===== config.mk =====
export PLATFORM = sky130hd
export DESIGN_NAME = rom_io_ram_bank_mapper
export DESIGN_NICKNAME = d
export VERILOG_FILES = /design/src/riobm_pkg.sv /design/src/riobm_decode.sv /design/src/rom_io_ram_bank_mapper.sv
export SDC_FILE = /design/constraint.sdc
export NUM_CORES = 1
export LEC_CHECK = 0
export ABC_CLOCK_PERIOD_IN_PS = 11240
export BUFFER_PORTS_ARGS = -buffer_cell sky130_fd_sc_hd__buf_2
export CORE_MARGIN = 10
export CORE_UTILIZATION = 50
export DETAILED_ROUTE_END_ITERATION = 10
export PLACE_DENSITY_LB_ADDON = 0.05
export SLEW_MARGIN = 20
export SYNTH_ARGS = -nofsm -noshare
export SYNTH_HDL_FRONTEND = slang
export SYNTH_SLANG_ARGS = --single-unit
export TNS_END_PERCENT = 100

===== constraint.sdc =====
create_clock -name clk -period 11.24 [get_ports clk]
set_input_delay 1.124 -clock clk [delete_from_list [all_inputs] [get_ports clk]]
set_output_delay 1.124 -clock clk [all_outputs]
set_load 0.1 [all_outputs]

===== src/riobm_pkg.sv =====
// Shared types and constants for the ROM/IO bank mapper.
// No dependencies.
`default_nettype none

package riobm_pkg;

  // Event codes
  localparam logic [2:0] OP_LOW_WR  = 3'd0;
  localparam logic [2:0] OP_WIN_RD  = 3'd1;
  localparam logic [2:0] OP_VID_WR  = 3'd2;
  localparam logic [2:0] OP_BANK    = 3'd3;
  localparam logic [2:0] OP_IRQ_ACK = 3'd4;

  // Target codes
  localparam logic [2:0] TGT_NONE  = 3'd0;
  localparam logic [2:0] TGT_RAM   = 3'd1;
  localparam logic [2:0] TGT_FDC   = 3'd2;
  localparam logic [2:0] TGT_IEEE  = 3'd3;
  localparam logic [2:0] TGT_VPIA  = 3'd4;
  localparam logic [2:0] TGT_LOCAL = 3'd5;

  // Window slots, offset bits 11:8
  localparam logic [3:0] SLOT_FDC  = 4'h1;
  localparam logic [3:0] SLOT_KBD  = 4'h2;
  localparam logic [3:0] SLOT_IEEE = 4'h9;
  localparam logic [3:0] SLOT_VPIA = 4'hC;

  // Bank modes
  localparam logic [1:0] MODE_ROM  = 2'd0;
  localparam logic [1:0] MODE_RAM  = 2'd1;
  localparam logic [1:0] MODE_ATTR = 2'd2;

  localparam logic [1:0]  WINDOW_HI   = 2'b10;   // address bits 13:12 of 0x2000
  localparam logic [16:0] WINDOW_BASE = 17'h02000;
  localparam logic [16:0] ATTR_BASE   = 17'h10000;
  localparam logic [16:0] CHAR_BASE   = 17'h0F000;
  localparam logic [7:0]  ATTR_MASK   = 8'h7F;
  localparam logic [7:0]  IRQ_VECTOR  = 8'hF8;
  localparam logic [7:0]  BUS_IDLE    = 8'hFF;

  typedef struct packed {
    logic [2:0]  opcode;
    logic [13:0] address;
    logic [7:0]  data;
    logic [63:0] key_rows;
  } in_item_t;

  typedef struct packed {
    logic [2:0]  target;
    logic [16:0] target_address;
    logic        is_write;
    logic [7:0]  write_data;
    logic [7:0]  read_data;
  } out_item_t;

  typedef struct packed {
    logic       rom_io_on;
    logic       attr_on;
    logic [1:0] saved_mode;
    logic       in_irq;
  } bank_state_t;

  // Keyboard row wired to each select bit (rows 2..5 are rotated on the board)
  function automatic logic [2:0] kbd_row(input logic [2:0] sel);
    logic [2:0] row;
    row = 3'd0;
    case (sel)
      3'd0: row = 3'd0;
      3'd1: row = 3'd1;
      3'd2: row = 3'd3;
      3'd3: row = 3'd4;
      3'd4: row = 3'd5;
      3'd5: row = 3'd2;
      3'd6: row = 3'd6;
      default: row = 3'd7;
    endcase
    return row;
  endfunction

endpackage

`default_nettype wire


===== src/riobm_decode.sv =====
// Event decoder: routes one bus event and computes the next bank state.
// Depends on riobm_pkg.
`default_nettype none

module riobm_decode
  import riobm_pkg::*;
(
  input  wire in_item_t    item_i,
  input  wire bank_state_t state_i,
  output out_item_t        res_o,
  output bank_state_t      state_nxt_o
);

  logic [11:0] off;
  logic        ram_en;
  logic [2:0]  dev_tgt;
  logic [16:0] dev_reg;
  logic [7:0]  kbd_val;

  assign off    = item_i.address[11:0];
  assign ram_en = !state_i.rom_io_on || (state_i.in_irq && state_i.saved_mode == MODE_RAM);

  always_comb begin
    dev_tgt = TGT_NONE;
    dev_reg = '0;
    unique case (off[11:8])
      SLOT_FDC: begin
        dev_tgt = TGT_FDC;
        dev_reg = {5'd0, off};
      end
      SLOT_IEEE: begin
        dev_tgt = TGT_IEEE;
        dev_reg = {15'd0, off[1:0]};
      end
      SLOT_VPIA: begin
        dev_tgt = TGT_VPIA;
        dev_reg = {15'd0, off[1:0]};
      end
      default: begin
        dev_tgt = TGT_NONE;
        dev_reg = '0;
      end
    endcase
  end

  // Active-low rows: AND every row whose select bit is set
  always_comb begin
    kbd_val = BUS_IDLE;
    for (int b = 0; b < 8; b++) begin
      if (off[b]) begin
        kbd_val = kbd_val & item_i.key_rows[{kbd_row(3'(b)), 3'b000} +: 8];
      end
    end
  end

  always_comb begin
    res_o       = '0;
    state_nxt_o = state_i;
    unique case (item_i.opcode)
      OP_LOW_WR: begin
        if (ram_en) begin
          res_o.target         = TGT_RAM;
          res_o.target_address = {3'd0, item_i.address};
          res_o.is_write       = 1'b1;
          res_o.write_data     = item_i.data;
        end else if (item_i.address[13:12] == WINDOW_HI && dev_tgt != TGT_NONE) begin
          res_o.target         = dev_tgt;
          res_o.target_address = dev_reg;
          res_o.is_write       = 1'b1;
          res_o.write_data     = item_i.data;
        end
      end
      OP_WIN_RD: begin
        if (!state_i.rom_io_on) begin
          res_o.target         = TGT_RAM;
          res_o.target_address = WINDOW_BASE | {5'd0, off};
        end else if (off[11:8] == SLOT_KBD) begin
          res_o.target    = TGT_LOCAL;
          res_o.read_data = kbd_val;
        end else if (dev_tgt == TGT_NONE) begin
          res_o.read_data = BUS_IDLE;
        end else begin
          res_o.target         = dev_tgt;
          res_o.target_address = dev_reg;
        end
      end
      OP_VID_WR: begin
        res_o.target   = TGT_RAM;
        res_o.is_write = 1'b1;
        if (state_i.attr_on) begin
          res_o.target_address = ATTR_BASE | {5'd0, off};
          res_o.write_data     = item_i.data | ATTR_MASK;
        end else begin
          res_o.target_address = CHAR_BASE | {5'd0, off};
          res_o.write_data     = item_i.data;
        end
      end
      OP_BANK: begin
        state_nxt_o.rom_io_on  = (item_i.address[1:0] != MODE_RAM);
        state_nxt_o.attr_on    = (item_i.address[1:0] == MODE_ATTR);
        state_nxt_o.saved_mode = item_i.address[1:0];
        state_nxt_o.in_irq     = 1'b0;
      end
      OP_IRQ_ACK: begin
        state_nxt_o.rom_io_on = 1'b1;
        state_nxt_o.attr_on   = 1'b0;
        state_nxt_o.in_irq    = 1'b1;
        res_o.target          = TGT_LOCAL;
        res_o.read_data       = IRQ_VECTOR;
      end
      default: begin
        res_o = '0;
      end
    endcase
  end

endmodule

`default_nettype wire


===== src/rom_io_ram_bank_mapper.sv =====
// ROM/IO bank mapper, top level: input register, decode, result register.
// Events pass from the input register through decode to the result register.
// One event per cycle unless output stalls; bank state updates as events decode.
// Reset (rst_n low, synchronous): both stages empty, ROM/IO window on,
// attribute plane off, saved mode 0, not in interrupt. Depends on riobm_pkg.
`default_nettype none

module rom_io_ram_bank_mapper
  import riobm_pkg::*;
(
  input  wire           clk,
  input  wire           rst_n,
  input  wire           in_valid,
  output logic          in_stall,
  input  wire in_item_t in_item,
  output logic          out_valid,
  input  wire           out_stall,
  output out_item_t     out_item
);

  logic        s1_valid_r, s1_valid_nxt;
  in_item_t    s1_item_r;
  logic        out_valid_r, out_valid_nxt;
  out_item_t   out_item_r;
  bank_state_t state_r, state_nxt;
  out_item_t   dec_res;

  logic s2_load, s1_adv, in_xfer;

  assign s2_load  = !out_valid_r || !out_stall;
  assign s1_adv   = s1_valid_r && s2_load;
  assign in_stall = s1_valid_r && !s2_load;
  assign in_xfer  = in_valid && !in_stall;

  riobm_decode u_decode (
    .item_i      (s1_item_r),
    .state_i     (state_r),
    .res_o       (dec_res),
    .state_nxt_o (state_nxt)
  );

  assign s1_valid_nxt  = in_xfer || (s1_valid_r && !s1_adv);
  assign out_valid_nxt = s1_adv || (out_valid_r && !s2_load);

  always_ff @(posedge clk) begin
    if (!rst_n) begin
      s1_valid_r         <= 1'b0;
      out_valid_r        <= 1'b0;
      state_r.rom_io_on  <= 1'b1;
      state_r.attr_on    <= 1'b0;
      state_r.saved_mode <= MODE_ROM;
      state_r.in_irq     <= 1'b0;
    end else begin
      s1_valid_r  <= s1_valid_nxt;
      out_valid_r <= out_valid_nxt;
      if (s1_adv) begin
        state_r <= state_nxt;
      end
    end
  end

  always_ff @(posedge clk) begin
    if (in_xfer) begin
      s1_item_r <= in_item;
    end
    if (s1_adv) begin
      out_item_r <= dec_res;
    end
  end

  assign out_valid = out_valid_r;
  assign out_item  = out_item_r;

endmodule

`default_nettype wire


==> results of run 1 <==
==> worst max-delay path, cell delays in order <==
cell	delay (ns)
buf_2	0.13
and3_1	0.26
buf_2	0.46
==> worst paths after layout <==
| kind | from | to | slack (ns) | cells past startpoint |
|---|---|---|---|---|
| hold reg to reg | state_r[2]$_SDFFE_PN0P_ | state_r[2]$_SDFFE_PN0P_ | 0.48 | 2 |
| hold / removal | state_r[2]$_SDFFE_PN0P_ | state_r[2]$_SDFFE_PN0P_ | 0.48 | 2 |
| setup / recovery | out_stall | in_stall | 8.14 | 3 |
| setup reg to reg | s1_item_r[83]$_DFFE_PP_ | out_item[3]$_DFFE_PP_ | 9.02 | 4 |
==> synthesized netlist by cell type (2+ instances only) <==
cell type,count,area (sq um)
dfxtp_1,7,140
mux2i_1,2,20.0
a21oi_1,8,40.0
edfxtp_1,125,3750
a31oi_1,2,12.5
o21ai_0,14,70.1
inv_1,10,37.5
or3b_2,2,17.5
o22ai_1,33,206
nor3_1,3,15.0
nor2_1,12,45.0
o21a_1,9,67.6
clkbuf_1,4,15.0
and2_1,4,25.0
o41a_1,5,56.3
a21boi_0,3,22.5
nor2b_1,5,31.3
nand2_1,10,37.5
buf_2,2,10.0
nand3_1,2,10.0
or4_1,3,22.5
==> layout by cell type (no fill, tap or decap), drive strengths merged, types with 2 or more instances in the layout <==
| cell type | instances |
|---|---|
| o21a | 9 |
| o22ai | 33 |
| clkinv | 2 |
| a21oi | 8 |
| clkinvlp | 2 |
| nand3 | 2 |
| a21boi | 3 |
| bufinv | 3 |
| and2 | 4 |
| clkbuf | 17 |
| nor2 | 12 |
| or3b | 3 |
| mux2i | 2 |
| nand2 | 10 |
| edfxtp | 125 |
| o21ai | 15 |
| dfxtp | 7 |
| buf | 133 |
| or4 | 3 |
| nor3 | 3 |
| nor2b | 5 |
| o41a | 5 |
| a31oi | 2 |
| inv | 18 |
==> sequential cells by signal (all words and copies together) (netlist names), named ones only <==
| signal | flops |
|---|---|
| s1_item_r | 89 |
| out_item | 36 |
| state_r | 5 |
| s1_valid_r | 1 |
==> layer usage <==
metal / share of wire / vias to the layer above / global-route usage
met3: 0.084 / 14 / 0.0695
met5: 0 / - / 0
met4: 0.015 / 0 / 0.0595
met1: 0.40 / 1419 / 0.174
li1: - / 1455 / -
met2: 0.50 / 139 / 0.262
==> power by group through the flow <==
stage          sequential, mW  clock [mW]  combinational (mW)
2_1_floorplan           0.630           0              0.0300
3_3_place_gp            0.587           0               0.105
3_5_place_dp            0.588           0               0.106
4_1_cts                 0.578       0.564               0.107
5_1_grt                 0.580       0.586               0.112
6_report                0.578       0.554               0.106
==> area by class of cell <==
cell class,count,share of cell area
Timing Repair Buffer,133,0.107
Sequential cell,132,0.619
Tap cell,129,0.0257
Multi-Input combinational cell,139,0.146
Inverter,11,0.00656
Clock inverter,14,0.0296
Clock buffer,17,0.0658
==> per-stage QoR <==
step                      setup slack, ns  std cells   util  hold slack, ns
after detailed placement             8.13        544  0.607           0.481
after global placement               8.18        544  0.607           0.464
after CTS                            8.13        575  0.671           0.487
after global routing                 8.10        575  0.671           0.513
after floorplan                      4.96        289      -           0.447
final                                8.14        575  0.671           0.482
==> kinds of logic (layout without fill, tap and decap cells) <==
group,count (synthesis),count (layout)
AO/OA/AOI/OAI,83,83
buffers and inverters,18,175
AND/OR/NAND/NOR,53,53
flip-flops,132,132
multiplexers,3,3
==> reports/qor.csv, run 1 <==
stage;metric;value;unit
timing;count of final hold-check violations;0;
power;Internal;0.938;mW
worst_hold_path;worst hold path type;flip-flop to flip-flop;
final_layout;multi-input logic area;918;sq um
synth;Seq/Total Area, Yosys;0.800;
final_layout;Area Growth Syn to Fin;29.2;%
synth;Adder-Cell Fraction of Synth Area;0;
power;Switching Share;0.243;
floorplan;Die Ht;119;um
route;final WL;11.2;mm
floorplan;row count;35;
setup_path;WP data arrival;1.98;ns
timing;Clock Skew;0.0115;ns
synth;Cells after Synth;289;
synth;Primary FF master, synth;edfxtp_1;
synth;Syn Area/Cell;16.8;sq um
timing;post-route setup TNS;0;ns
power;power per cell area;197;nW/um^2
route;DRC;0;
synth;synth warn;0;
placement;GPL Wtd Cong;0.772;
power;Tot Pwr;1.24;mW
timing;RSZ-0062 raised after global routing;no;
synth;post-synthesis sequential element count;132;
clock_network;Post-CTS Resized;0;
synth;Cell variety after synth;45;
synth;Post-Syn Area;4870;sq um
route;via count;3027;
clock_network;worst-skew pair later-pin latency;0.52;ns
timing;Setup-failing EPs final;0;
global_route;number of antenna violations at the first check in global routing;0;
timing;fin crit period;3.10;ns
clock_network;# clock sinks;132;
setup_path;Crit Path Max Fanout;3;
power;sequential power share;0.467;
floorplan;core area;9370;sq um
synth;mux cell area share after synthesis;0.00643;
global_route;largest net degree at the start of global routing;90;
floorplan;# IOs;132;
global_route;GRT overflow;0;
clock_network;Post-CTS Setup Bufs;0;
synth;Synth async-reset ratio;0;
floorplan;Initial Utilization;0.519;
synth;EDFF count, synth;125;
status;status;complete, no violations;
power;P_leak;2.41;nW
synth;largest family of logic cells by synthesized area;compound AO/OA/AOI/OAI gates;
timing;Final period util;0.276;
placement;input/output buffers;131;
clock_network;H-tree Lvls;4;
route;drt initial violations;192;
timing;Least-Margin Pin Slew;0.864;ns
clock_network;CTS hold repair buffers;0;
final_layout;diode count;0;
floorplan;width of the die;119;um
run;max capacitance violation total;0;
timing;f_max;322;MHz
route;Final ANT Viol Nets;0;
final_layout;layout cells sized above 1;0.395;
placement;DP Wirelength;7.57;mm
final_layout;storage element area;3890;sq um
synth;complex-gate fraction of the synthesized area;0.115;
setup_path;Setup Crit Path Kind;input pin to output pin;
global_route;global-route usage over all layers;0.157;
power;Comb pwr share;0.085;
global_route;vias in the first global route;3419;
final_layout;fillcell total;698;
placement;placed cell area;5690;sq um
clock_network;CTS root buf;clkbuf_8;
clock_network;number of buffers created by CTS;17;
synth;XOR/XNOR Fraction of Synth Area;0;
final_layout;nets@finish;527;
route;routed vias/inst;5.26;
setup_path;Critical Path Start Type;input pin;
power;Psw;0.300;mW
timing;Final Max Tran Viols;0;
clock_network;clock-pin slew on the worst setup and hold paths;0.06;ns
floorplan;area of the die;14100;sq um
power;clock share of power;0.448;
setup_path;Critical Path RT;10.12;ns
setup_path;CP Capture Type;output pin;
power;Worst VDD drop;0.132;mV
final_layout;post-route cell area;6290;sq um
route;routed len/inst;19.4;um
global_route;first-pass GRT wire length;17.2;mm
clock_network;CTS tree;built;
route;DRT Pass-1 Iters;4;
clock_network;Max clock buf depth;2;
synth;syn_nets;382;
timing;max_slew headroom;0.422;
synth;Synth Area in Simple Gates;0.0635;
Note: power is estimated with default switching activity, not from simulation.
==> run 2: changes to the inputs <==
ABC_CLOCK_PERIOD_IN_PS = 2880   (was 11240)
clock period = 2.88 ns   (was 11.24 ns; I/O delays follow)
==> run 2 against run 1 <==
  * Clock power rose to 3.8 times the previous value
  * Count of clock-buffer cells in the layout unchanged
  * Sequential share of layout area down 8.1 points
  * Clock skew down 0.0030 ns
  * Critical path depth up 1
  * Non-clock buffer count up 94
  * First-iteration DRC count up 44%
  * Global-route usage up 3.1 points
  * Core utilization up 10 points
  * Register-to-register slack worse by 8.4 ns
  * Critical path type is now flip-flop to flip-flop
  * Highest routed layer unchanged
==> reports/qor.csv, run 2 (synthesis gave the netlist of run 1 again) <==
stage;metric;value;unit;change
floorplan;area of the die;14100;sq um;unchanged
setup_path;Critical Path Start Type;flip-flop;;was input pin
global_route;vias in the first global route;3786;;was 3419
power;Comb pwr share;0.107;;was 0.085
final_layout;Area Growth Syn to Fin;48.9;%;was 29.2%
global_route;global-route usage over all layers;0.188;;was 0.157
power;sequential power share;0.459;;was 0.467
placement;input/output buffers;131;;unchanged
run;max capacitance violation total;0;;unchanged
power;Worst VDD drop;0.408;mV;was 0.132 mV
power;power per cell area;678;nW/um^2;was 197 nW/um^2
clock_network;Max clock buf depth;2;;unchanged
clock_network;CTS tree;built;;unchanged
power;P_leak;2.80;nW;was 2.41 nW
floorplan;Initial Utilization;0.519;;unchanged
placement;GPL Wtd Cong;0.785;;was 0.772
clock_network;# clock sinks;132;;unchanged
setup_path;CP Capture Type;flip-flop;;was output pin
route;routed len/inst;19.7;um;was 19.4 um
route;drt initial violations;276;;was 192
route;routed vias/inst;5.27;;was 5.26
route;final WL;13.2;mm;was 11.2 mm
floorplan;# IOs;132;;unchanged
timing;Least-Margin Pin Slew;0.807;ns;was 0.864 ns
final_layout;commonest non-fill, non-tap cell in the layout;buf_2;;unchanged
setup_path;Setup Crit Path Kind;flip-flop to flip-flop;;was input pin to output pin
clock_network;worst-skew pair later-pin latency;0.50;ns;was 0.52 ns
final_layout;Most flops, register;s1_item_r;;unchanged
timing;count of final hold-check violations;0;;unchanged
timing;post-route setup TNS;0;ns;unchanged
timing;max_slew headroom;0.460;;was 0.422
final_layout;nets@finish;621;;was 527
final_layout;fillcell total;583;;was 698
power;clock share of power;0.434;;was 0.448
floorplan;core area;9370;sq um;unchanged
clock_network;Post-CTS Setup Bufs;0;;unchanged
clock_network;CTS root buf;clkbuf_8;;unchanged
setup_path;Crit Path Max Fanout;9;;was 3
timing;RSZ-0062 raised after global routing;no;;unchanged
timing;f_max;447;MHz;
final_layout;layout cells sized above 1;0.333;;was 0.395
final_layout;fin cells;671;;was 575
power;Internal;3.73;mW;was 0.938 mW
floorplan;width of the die;119;um;unchanged
final_layout;number of flip-flops in the largest register;89;;unchanged
global_route;GRT overflow;0;;unchanged
route;DRC;0;;unchanged
timing;Clock Skew;0.00856;ns;was 0.0115 ns
clock_network;clock-pin slew on the worst setup and hold paths;0.06;ns;about the same
floorplan;row count;35;;unchanged
clock_network;number of buffers created by CTS;17;;unchanged
placement;DP Cell Count;547;;was 544
power;Switching Share;0.241;;was 0.243
route;Final ANT Viol Nets;0;;unchanged
setup_path;flop-to-flop setup slack;0.64;ns;was 9.02 ns
setup_path;WP data arrival;2.47;ns;was 1.98 ns
timing;fin crit period;2.24;ns;
placement;DP Wirelength;7.94;mm;was 7.57 mm
clock_network;H-tree Lvls;4;;unchanged
route;DRT Pass-1 Iters;4;;unchanged
global_route;number of antenna violations at the first check in global routing;1;;was 0
route;via count;3535;;was 3027
final_layout;most frequent cells in the layout;buf_2 (131), edfxtp_1 (125), dlygate4sd3_1 (91);;was buf_2 (131), edfxtp_1 (125), o22ai_1 (33)
setup_path;Critical Path RT;3.11;ns;was 10.12 ns
timing;Setup-failing EPs final;0;;unchanged
timing;Final Max Tran Viols;0;;unchanged
floorplan;Die Ht;119;um;unchanged
global_route;first-pass GRT wire length;20.8;mm;was 17.2 mm
worst_hold_path;worst hold path type;input pin to flip-flop;;was flip-flop to flip-flop
global_route;largest net degree at the start of global routing;31;;was 90
power;Psw;1.18;mW;was 0.300 mW
status;status;complete, no violations;;unchanged
timing;Final period util;0.778;;
==> run 2: power groups by stage <==
stage,Combinational (mW),Sequential [mW],Clock (mW)
2_1_floorplan,0.119,2.45,0
5_1_grt,0.555,2.26,2.26
3_3_place_gp,0.421,2.29,0
6_report,0.527,2.26,2.13
3_5_place_dp,0.425,2.29,0
4_1_cts,0.520,2.25,2.16
==> run 2: final cells by class <==
cell class | count | area, sq um | share of cell area
Inverter | 11 | 41.3 | 0.00570
Sequential cell | 132 | 3890 | 0.538
Clock inverter | 15 | 179 | 0.0247
Tap cell | 129 | 161 | 0.0223
Timing Repair Buffer | 227 | 1630 | 0.225
Multi-Input combinational cell | 139 | 923 | 0.127
Antenna cell | 1 | 2.50 | 0.000345
Clock buffer | 17 | 414 | 0.0572
==> run 2: what timing repair did <==
action	in CTS	in global routing
hold buffers	91	0
resized for setup	0	0
hold endpoints to repair	91	0
==> run 2: stage by stage <==
stage | setup WS (ns) | util | instance area, sq um | power [mW] | hold slack (ns)
6_report | 0.641 | 0.773 | 7250 | 4.92 | 0.106
5_1_grt | 0.616 | 0.773 | 7250 | 5.08 | 0.120
4_1_cts | 0.662 | 0.773 | 7240 | 4.94 | 0.0837
3_5_place_dp | 0.730 | 0.612 | 5740 | 2.72 | 0.466
3_3_place_gp | 0.766 | 0.612 | 5740 | 2.71 | 0.464
2_1_floorplan | 0.225 | - | 4880 | 2.57 | 0.350
==> run 2: path summary, 6_finish.rpt <==
check,from,to,cells past startpoint
min,out_stall,flip-flop,3
max,s1_item_r[83]$_DFFE_PP_,out_item[7]$_DFFE_PP_,4
min reg2reg,state_r[2]$_SDFFE_PN0P_,state_r[2]$_SDFFE_PN0P_,2
max reg2reg,s1_item_r[83]$_DFFE_PP_,out_item[7]$_DFFE_PP_,4
==> run 2: per-layer routing <==
metal,track usage,part of all wire,up-vias
met5,0,0,-
met4,0.0695,0.014,0
met3,0.0738,0.092,14
met2,0.320,0.51,194
met1,0.209,0.38,1683
li1,-,-,1644
==> run 2: critical path, cell delays in order, from the launching register on <==
cell and delay [ns]:
edfxtp_1 0.45, or3b_2 0.51, nor2_1 0.63, o41a_1 0.28, o21ai_0 0.09
==> run 3: changes to the inputs <==
ABC_AREA = 1   (was default)
ABC_CLOCK_PERIOD_IN_PS = 2270   (was 2880)
clock period = 2.27 ns   (was 2.88 ns; I/O delays follow)
==> run 3 against run 2 <==
  * Flip-flop and latch count is the same
  * Core utilization shrank 3.1 points
  * Critical path depth rose by 4
  * Worst setup slack lost 0.12 ns
  * Power rose by 30%
  * Global-route usage is 0.18 points lower
  * Sequential power is 27% higher
  * Combinational power is 43% higher
  * Wire length up 5.0%
  * Area after synthesis grew 8.4%
  * Via count is 13% higher
==> reports/qor.csv, run 3 <==
stage;metric;value;unit;change
status;status;complete, no violations;;unchanged
synth;synth warn;0;;unchanged
placement;DP Cell Count;705;;was 547
synth;Synth top area share;0.711;;was 0.771
synth;post-synthesis sequential element count;132;;unchanged
power;power per cell area;832;nW/um^2;was 678 nW/um^2
timing;max_slew headroom;0.648;;was 0.460
placement;GPL Wtd Cong;0.830;;was 0.785
route;Final ANT Viol Nets;0;;unchanged
synth;Cell variety after synth;23;;was 45
timing;fin crit period;1.75;ns;
synth;Synth Area in Simple Gates;0.154;;was 0.0635
route;DRT Pass-1 Iters;4;;unchanged
clock_network;Max clock buf depth;2;;unchanged
floorplan;Initial Utilization;0.511;;was 0.519
synth;Cells after Synth;440;;was 289
timing;Setup-failing EPs final;0;;unchanged
clock_network;number of buffers created by CTS;17;;unchanged
route;final WL;13.9;mm;was 13.2 mm
clock_network;Post-CTS Setup Bufs;0;;unchanged
setup_path;r2r endpoint;s1_item_r[13]$_DFFE_PP_;;was out_item[7]$_DFFE_PP_
timing;Least-Margin Pin Slew;0.527;ns;was 0.807 ns
floorplan;area of the die;15100;sq um;was 14100 sq um
setup_path;flop-to-flop setup slack;0.53;ns;was 0.64 ns
setup_path;WP data arrival;2.00;ns;was 2.47 ns
clock_network;CTS root buf;clkbuf_8;;unchanged
setup_path;crit path from;out_stall;;was s1_item_r[83]$_DFFE_PP_
clock_network;Post-CTS Resized;0;;unchanged
clock_network;# clock sinks;132;;unchanged
setup_path;Critical Path Sink;s1_item_r[13]$_DFFE_PP_;;was out_item[7]$_DFFE_PP_
global_route;number of antenna violations at the first check in global routing;1;;unchanged
final_layout;fin cells;829;;was 671
final_layout;commonest non-fill, non-tap cell in the layout;buf_2;;unchanged
global_route;global-route usage over all layers;0.187;;was 0.188
route;routed len/inst;16.7;um;was 19.7 um
synth;count leader, synth;edfxtp_1;;unchanged
synth;post-synth top area cell;edfxtp_1;;unchanged
run;max capacitance violation total;0;;unchanged
floorplan;width of the die;123;um;was 119 um
global_route;GRT overflow;0;;unchanged
timing;post-route setup TNS;0;ns;unchanged
timing;f_max;572;MHz;
setup_path;CP Capture Type;flip-flop;;unchanged
synth;Synth async-reset ratio;0;;unchanged
global_route;largest net degree at the start of global routing;37;;was 31
timing;WHS;0.0152;ns;was 0.106 ns
synth;EDFF count, synth;125;;unchanged
synth;Syn Area/Cell;12.0;sq um;was 16.8 sq um
route;routed vias/inst;4.80;;was 5.27
clock_network;CTS tree;built;;unchanged
route;drt initial violations;342;;was 276
setup_path;R2R depth;6;;was 4
power;P_leak;3.32;nW;was 2.80 nW
synth;Primary FF master, synth;edfxtp_1;;unchanged
route;DRC;0;;unchanged
setup_path;Critical Path RT;2.52;ns;was 3.11 ns
synth;mux cell area share after synthesis;0;;was 0.00643
timing;Clock Skew;0.0163;ns;was 0.00856 ns
synth;Synth area leaders;edfxtp_1 (71%), nand2_1 (6.1%), nor2_1 (3.8%), inv_1 (3.4%), dfxtp_1 (2.7%);;was edfxtp_1 (77%), o22ai_1 (4.2%), dfxtp_1 (2.9%), o21ai_0 (1.4%), o21a_1 (1.4%)
floorplan;core area;10300;sq um;was 9370 sq um
setup_path;Crit Path Max Fanout;36;;was 9
route;via count;3980;;was 3535
synth;Adder-Cell Fraction of Synth Area;0;;unchanged
floorplan;# IOs;132;;unchanged
timing;RSZ-0062 raised after global routing;no;;unchanged
clock_network;H-tree Lvls;4;;unchanged
final_layout;most frequent cells in the layout;buf_2 (131), edfxtp_1 (125), dlygate4sd3_1 (91);;unchanged
synth;Seq/Total Area, Yosys;0.738;;was 0.800
floorplan;row count;37;;was 35
final_layout;final core occ;0.743;;was 0.773
final_layout;Most flops, register;s1_item_r;;unchanged
final_layout;Area Growth Syn to Fin;45.3;%;was 48.9%
final_layout;number of flip-flops in the largest register;89;;unchanged
final_layout;nets@finish;772;;was 621
timing;count of final hold-check violations;0;;unchanged
clock_network;clock-pin slew on the worst setup and hold paths;0.06;ns;about the same
synth;complex-gate fraction of the synthesized area;0.0590;;was 0.115
worst_hold_path;worst hold path type;input pin to flip-flop;;unchanged
final_layout;layout cells sized above 1;0.290;;was 0.333
timing;Final Max Tran Viols;0;;unchanged
floorplan;Die Ht;123;um;was 119 um
power;Worst VDD drop;0.640;mV;was 0.408 mV
worst_hold_path;Min-Delay Path Depth;3;;unchanged
setup_path;Setup Crit Path Kind;input pin to flip-flop;;was flip-flop to flip-flop
synth;XOR/XNOR Fraction of Synth Area;0;;unchanged
setup_path;Critical Path Start Type;input pin;;was flip-flop
clock_network;worst-skew pair later-pin latency;0.52;ns;was 0.50 ns
placement;DP Wirelength;8.86;mm;was 7.94 mm
clock_network;CTS hold repair buffers;91;;unchanged
synth;largest family of logic cells by synthesized area;simple AND/OR/NAND/NOR gates;;was compound AO/OA/AOI/OAI gates
global_route;vias in the first global route;4157;;was 3786
placement;input/output buffers;131;;unchanged
synth;Post-Syn Area;5280;sq um;was 4870 sq um
timing;Final period util;0.770;;
global_route;first-pass GRT wire length;21.5;mm;was 20.8 mm
synth;Post-synth top cells;edfxtp_1 (125), nand2_1 (86), nor2_1 (53);;was edfxtp_1 (125), o22ai_1 (33), o21ai_0 (14)
synth;syn_nets;533;;was 382
run 3: cell families (layout without fill, tap and decap cells):
group | after synthesis | in the layout
compound gates | 60 | 60
buf+inv | 66 | 318
flops | 132 | 132
other cells | 0 | 1
simple gates | 182 | 182
run 3: area by class of cell:
class / instances / area (sq um)
multi-input cells: 242 / 1140
fillers: 690 / 2660
flip-flops and latches: 132 / 3900
repair buffers: 226 / 1630
inverters: 60 / 229
diodes: 1 / 2.50
clock inverters: 14 / 175
clock buffers: 18 / 418
well taps: 136 / 170
run 3: how the worst min path moves through the flow:
stage | endpoint | startpoint | slack (ns)
after floorplan | state_r[4]$_SDFFE_PN1P_ | rst_n | 0.31
after global placement | s1_item_r[7]$_DFFE_PP_ | in_item[7] | 0.40
after detailed placement | s1_item_r[56]$_DFFE_PP_ | in_item[56] | 0.41
after CTS | s1_valid_r$_SDFF_PN0_ | in_valid | 0.01
after global routing | s1_valid_r$_SDFF_PN0_ | in_valid | 0.02
final | s1_valid_r$_SDFF_PN0_ | in_valid | 0.02
run 3: per-layer routing:
metal | global-route usage | routed length (um)
met5 | 0 | 0
met4 | 0.0626 | 173
met3 | 0.0588 | 1040
met2 | 0.320 | 7220
met1 | 0.217 | 5450
run 3: metrics by stage:
stage / worst slack, ns / instance area, sq um / power [mW]
6_report: 0.522 / 7670 / 6.38
5_1_grt: 0.436 / 7670 / 6.59
4_1_cts: 0.499 / 7660 / 6.39
3_5_place_dp: 0.506 / 6160 / 3.56
3_3_place_gp: 0.558 / 6160 / 3.54
2_1_floorplan: -0.746 / 5300 / 3.35
run 3: power breakdown:
part	total [mW]	switching (mW)	internal (mW)
clock	2.75	1.06	1.69
sequential	2.88	0.0602	2.82
combinational	0.751	0.496	0.255
total	6.38	1.61	4.76
run 3: worst max-delay path, stage by stage:
cell and delay (ns):
dlygate4sd3_1 0.52, buf_2 0.12, nand2_4 0.06, nor2_4 0.11, inv_2 0.04, nand2_2 0.08, clkinvlp_4 0.44, buf_12 0.37
